<file path="src/lli_pkg.sv">
package lli_pkg;

  // Default coordinate width; the fraction position does not change the datapath.
  localparam int COORD_WIDTH = 16;

  // Width of the parallel threshold register.
  localparam int LIMIT_WIDTH = 16;

  // Control that travels with each item from stage to stage.
  typedef struct packed {
    logic valid;
    logic found;
  } lli_ctl_t;

endpackage

</file>
<file path="src/lli_div.sv">
module lli_div #(
  parameter int CW = lli_pkg::COORD_WIDTH
) (
  input  logic                 clk_i,
  input  logic                 rst_ni,
  input  logic                 en_i,
  input  lli_pkg::lli_ctl_t    ctl_i,
  input  logic [2*CW:0]        den_i,
  input  logic [3*CW:0]        mag_x_i,
  input  logic [3*CW:0]        mag_y_i,
  input  logic                 neg_x_i,
  input  logic                 neg_y_i,
  input  logic signed [CW-1:0] base_x_i,
  input  logic signed [CW-1:0] base_y_i,
  output lli_pkg::lli_ctl_t    ctl_o,
  output logic [CW-1:0]        quo_x_o,
  output logic [CW-1:0]        quo_y_o,
  output logic                 ovf_x_o,
  output logic                 ovf_y_o,
  output logic                 neg_x_o,
  output logic                 neg_y_o,
  output logic signed [CW-1:0] base_x_o,
  output logic signed [CW-1:0] base_y_o
);
  import lli_pkg::*;

  localparam int DW     = 2 * CW + 1;
  localparam int MW     = 3 * CW + 1;
  localparam int NSTAGE = CW + 1;

  lli_ctl_t      ctl_q  [NSTAGE];
  logic [DW-1:0] den_q  [NSTAGE];
  logic [DW-1:0] rem_q  [NSTAGE][2];
  // Holds the numerator bits still to be brought down; quotient bits shift in below them.
  logic [CW-1:0] acc_q  [NSTAGE][2];
  logic          ovf_q  [NSTAGE][2];
  logic          neg_q  [NSTAGE][2];
  logic [CW-1:0] base_q [NSTAGE][2];

  logic [MW-1:0] mag_in  [2];
  logic          neg_in  [2];
  logic [CW-1:0] base_in [2];

  assign mag_in[0]  = mag_x_i;
  assign mag_in[1]  = mag_y_i;
  assign neg_in[0]  = neg_x_i;
  assign neg_in[1]  = neg_y_i;
  assign base_in[0] = base_x_i;
  assign base_in[1] = base_y_i;

  // Stage 0: a quotient of 2^CW or more always saturates, so only the
  // upper part is compared and the low CW quotient bits are developed.
  always_ff @(posedge clk_i or negedge rst_ni) begin
    if (!rst_ni) begin
      ctl_q[0] <= '0;
    end else if (en_i) begin
      ctl_q[0] <= ctl_i;
    end
  end

  always_ff @(posedge clk_i) begin
    if (en_i) begin
      den_q[0] <= den_i;
    end
  end

  for (genvar l = 0; l < 2; l++) begin : g_init
    always_ff @(posedge clk_i) begin
      if (en_i) begin
        rem_q[0][l]  <= mag_in[l][MW-1:CW];
        ovf_q[0][l]  <= mag_in[l][MW-1:CW] >= den_i;
        acc_q[0][l]  <= mag_in[l][CW-1:0];
        neg_q[0][l]  <= neg_in[l];
        base_q[0][l] <= base_in[l];
      end
    end
  end

  // One restoring step per stage.
  for (genvar s = 0; s < CW; s++) begin : g_step
    always_ff @(posedge clk_i or negedge rst_ni) begin
      if (!rst_ni) begin
        ctl_q[s+1] <= '0;
      end else if (en_i) begin
        ctl_q[s+1] <= ctl_q[s];
      end
    end

    always_ff @(posedge clk_i) begin
      if (en_i) begin
        den_q[s+1] <= den_q[s];
      end
    end

    for (genvar l = 0; l < 2; l++) begin : g_lane
      logic [DW:0] trial;
      logic [DW:0] diff;
      logic        take;

      assign trial = {rem_q[s][l], acc_q[s][l][CW-1]};
      assign diff  = trial - {1'b0, den_q[s]};
      assign take  = trial >= {1'b0, den_q[s]};

      always_ff @(posedge clk_i) begin
        if (en_i) begin
          rem_q[s+1][l]  <= take ? diff[DW-1:0] : trial[DW-1:0];
          acc_q[s+1][l]  <= {acc_q[s][l][CW-2:0], take};
          ovf_q[s+1][l]  <= ovf_q[s][l];
          neg_q[s+1][l]  <= neg_q[s][l];
          base_q[s+1][l] <= base_q[s][l];
        end
      end
    end
  end

  assign ctl_o    = ctl_q[CW];
  assign quo_x_o  = acc_q[CW][0];
  assign quo_y_o  = acc_q[CW][1];
  assign ovf_x_o  = ovf_q[CW][0];
  assign ovf_y_o  = ovf_q[CW][1];
  assign neg_x_o  = neg_q[CW][0];
  assign neg_y_o  = neg_q[CW][1];
  assign base_x_o = base_q[CW][0];
  assign base_y_o = base_q[CW][1];

endmodule

</file>
<file path="config.mk">
export PLATFORM = sky130hd
export DESIGN_NAME = lli_div
export DESIGN_NICKNAME = d
export VERILOG_FILES = /design/src/lli_pkg.sv /design/src/lli_div.sv
export SDC_FILE = /design/constraint.sdc
export NUM_CORES = 2
export LEC_CHECK = 0
export BUFFER_PORTS_ARGS = -buffer_cell sky130_fd_sc_hd__buf_2
export CAP_MARGIN = 25
export CORE_ASPECT_RATIO = 0.9
export CORE_MARGIN = 3
export CORE_UTILIZATION = 45
export DETAILED_ROUTE_END_ITERATION = 7
export GPL_TIMING_DRIVEN = 0
export RECOVER_POWER = 50
export SLEW_MARGIN = 5
export SYNTH_ARGS = -nofsm -noshare
export SYNTH_HDL_FRONTEND = slang
export SYNTH_SLANG_ARGS = --single-unit
</file>
<file path="constraint.sdc">
create_clock -name clk_i -period 8 [get_ports clk_i]
set_input_delay 0 -clock clk_i [delete_from_list [all_inputs] [get_ports clk_i]]
set_output_delay 0 -clock clk_i [all_outputs]
set_load 0.01 [all_outputs]
</file>
==> flow_summary_export.csv <==
group,metric,value,unit
final_layout,layout-drive-gt1-share,8.199,%
worst_setup_path,startpoint_type,"primary input",
synth,yosysSeqAreaShare,56.25,%
detailed_routing,viasPerCell,5.732,
detailed_routing,vias,101800,
sta,finClkSkew,0.06264,ns
floorplan,initial_core_util,45.47,%
worst_setup_path,r2r-start,"den_q[0][462]",
power_and_ir_drop,vdd_drop_max,0.1981,mV
detailed_routing,wl_per_cell,24.47,µm
grt,antenna_found_initial,35,
power_and_ir_drop,powerDensity,411.4,nW/µm²
grt,grt_pass1_vias,98130,
clock_tree,cts_tree,"yes",
clock_tree,cts_setup_buffers,0,
sta,relSlewSlack,-178.9,%
outcome,status,"finished with violations",
placement,dp.cells,16850,
min_path,min_path_cells,2,
synth,async_reset_ff_share,1.226,%
floorplan,core_area,325000,µm²
clock_tree,ctsHtreeMaxLevel,5,
worst_setup_path,cp.required,8.77,ns
clock_tree,cts-root-buf,"clkbuf_16",
power_and_ir_drop,leakage,66.09,nW
final_layout,fillCellCount,28010,
synth,synth.distinct_cells,87,
synth,syn_avg_cell_area,12.05,µm²
synth,ys_seq_elements,2774,
final_layout,mostFrequentLayoutCells,"edfxtp_1 (2,740), ha_1 (1,122), a21oi_1 (1,045)",
placement,dp_slack,0.9289,ns
synth,synth-main-ff-cell,"edfxtp_1",
detailed_routing,antenna_left,0,
placement,place.gp.congestion,0.9836,
floorplan,rows,198,
min_path,hold_start,"mag_y_i[6]",
clock_tree,post_cts_resized,0,
placement,hpwl,345600,µm
sta,rsz0062_at_grt,"no",
worst_setup_path,end_kind,"register",
final_layout,regArea,83130,µm²
placement,numPortBuffers,239,
clock_tree,cts.sinks,2774,
floorplan,die_h,549.7,µm
grt,grt_max_degree,180,
worst_setup_path,worstSetupPathType,"in2reg",
final_layout,areaGrowthSynthToFinish,13.82,%
worst_setup_path,rrSetupSlack,1.60,ns
grt,grt_remaining_overflow,0,
final_layout,post-route-util,51.75,%
detailed_routing,routed_wl,434500,µm
detailed_routing,dr.pass1.iters,7,
worst_setup_path,r2r-end,"rem_q[15][58]",
worst_setup_path,r2r_cells,15,
job,max_cap_violations,6,
synth,synthesis.area,147800,µm²
final_layout,layout_commonest_cell,"edfxtp_1",
sta,slew_violations,738,
sta,max_freq,0.1526,GHz
synth,synth_warnings,0,
sta,worst_slack,1.447,ns
clock_tree,cts_buffer_depth,4,
worst_setup_path,path_max_fanout,171,
grt,grt_usage,25.23,%
sta,fin_crit,6.553,ns
worst_setup_path,cp.arrival,7.33,ns
sta,period_share,81.91,%
detailed_routing,drc_errors,0,
floorplan,die_w,610.1,µm
outcome,violations,"max-capacitance violations, max-slew violations",
final_layout,final_cells,17760,
synth,synth_cells,12270,
synth,syn_nets,13590,
sta,finalHoldViolCount,0,
grt,grt_first_pass_wirelength,634800,µm
final_layout,fin_nets,14530,
sta,tns,0,ns
min_path,hp-class,"in2reg",
floorplan,ioPinCount,240,
min_path,holdPathEnd,"acc_q[0][6]",
sta,report.final.setup_viol,0,
detailed_routing,drt_iter0_markers,10010,
clock_tree,clkSlewWorstSetupHoldPaths,0.06,ns
sta,worstMarginPinSlew,4.183,ns
floorplan,die-area,335400,µm²
clock_tree,insertion_delay,0.94,ns
clock_tree,cts_buffers,303,
synth,synth_edf_count,2740,
final_layout,multiInputGateArea,60560,µm²
## layout make-up
cell class,instances,share of cell area [%]
timing repair buffer,640,3.078
clock inverter,190,1.156
multi-input combinational,8390,36.00
clock buffer,358,4.649
antenna,8,0.01190
sequential,2774,49.42
tap,4300,3.198
inverter,835,1.863
buffer,266,0.6270
## cell usage after synthesis, types with 170 or more instances
master | number | area (µm²)
xnor2_1 | 479 | 4195
a21o_1 | 513 | 3851
nand4_1 | 170 | 1064
xor2_1 | 368 | 3223
o21ai_0 | 793 | 3969
nor2_1 | 659 | 2474
nand2_1 | 815 | 3059
inv_1 | 833 | 3127
ha_1 | 1122 | 14040
mux2_2 | 409 | 4606
nand3_1 | 198 | 991.0
clkbuf_1 | 217 | 814.5
edfxtp_1 | 2740 | 82280
a21oi_1 | 1047 | 5240
## how the worst max path moves through the flow
stage	from	endpoint	slack, ns
floorplan	acc_q[14][15]	rem_q[15][25]	3.99
global placement	en_i	base_q[13][27]	-36.19
detailed placement	en_i	ctl_q[20]	0.93
CTS	en_i	ctl_q[20]	1.48
global route	en_i	ctl_q[20]	0.78
finish	en_i	ctl_q[22]	1.45
## worst max-delay path: stages
cell and delay (ns):
dlygate4sd3_1 0.54, clkbuf_1 0.30, buf_16 0.43, buf_16 0.57, buf_16 0.50, buf_16 0.55, buf_16 0.55, buf_16 0.55
buf_16 0.56, buf_16 0.47, clkbuf_1 0.36, buf_1 0.49, mux2_2 0.40
## power by group
group | leakage (nW) | internal [mW] | switching (mW)
Combinational | 34.2 | 12.4 | 19.5
Clock | 4.68 | 7.70 | 6.01
Sequential | 27.2 | 21.2 | 2.45
Total | 66.1 | 41.2 | 28.0
## routing by layer
layer,up-vias,GRT usage [%],part of all wire (%)
met1,49920,38.19,48
li1,47980,-,-
met3,578,4.650,7.3
met5,-,0,0
met4,0,7.295,3.1
met2,3319,36.74,42
## through the flow
step	instance area, µm²	total power, mW	hold WS (ns)
floorplan	147800	43.69	-0.2956
global placement	154400	55.63	0.08447
detailed placement	155200	54.71	0.08960
CTS	168400	68.97	0.02282
global route	168200	73.27	0.1110
finish	168200	69.20	0.1377
## state kept, by name (all words and copies together) (netlist names)
signal	cells
rem_q	1056
acc_q	544
base_q	544
den_q	528
neg_q	34
ovf_q	34
ctl_q	32
ctl_o	2
## cells by family after synthesis
family,after synthesis,synth area share (%)
AOI/OAI and AO/OA,3351,14.20
DFF,2774,56.25
and+or+nand+nor,2579,8.301
adders and majority gates,1152,9.905
buffers and inverters,1101,2.834
xor gates and xnor gates,847,5.019
muxes,461,3.491
## what timing repair did
item,CTS,global route
hold buffers,338,0
endpoints found under the hold margin,544,0
setup endpoints to repair,0,0
Power figures use the tool's default switching activity.
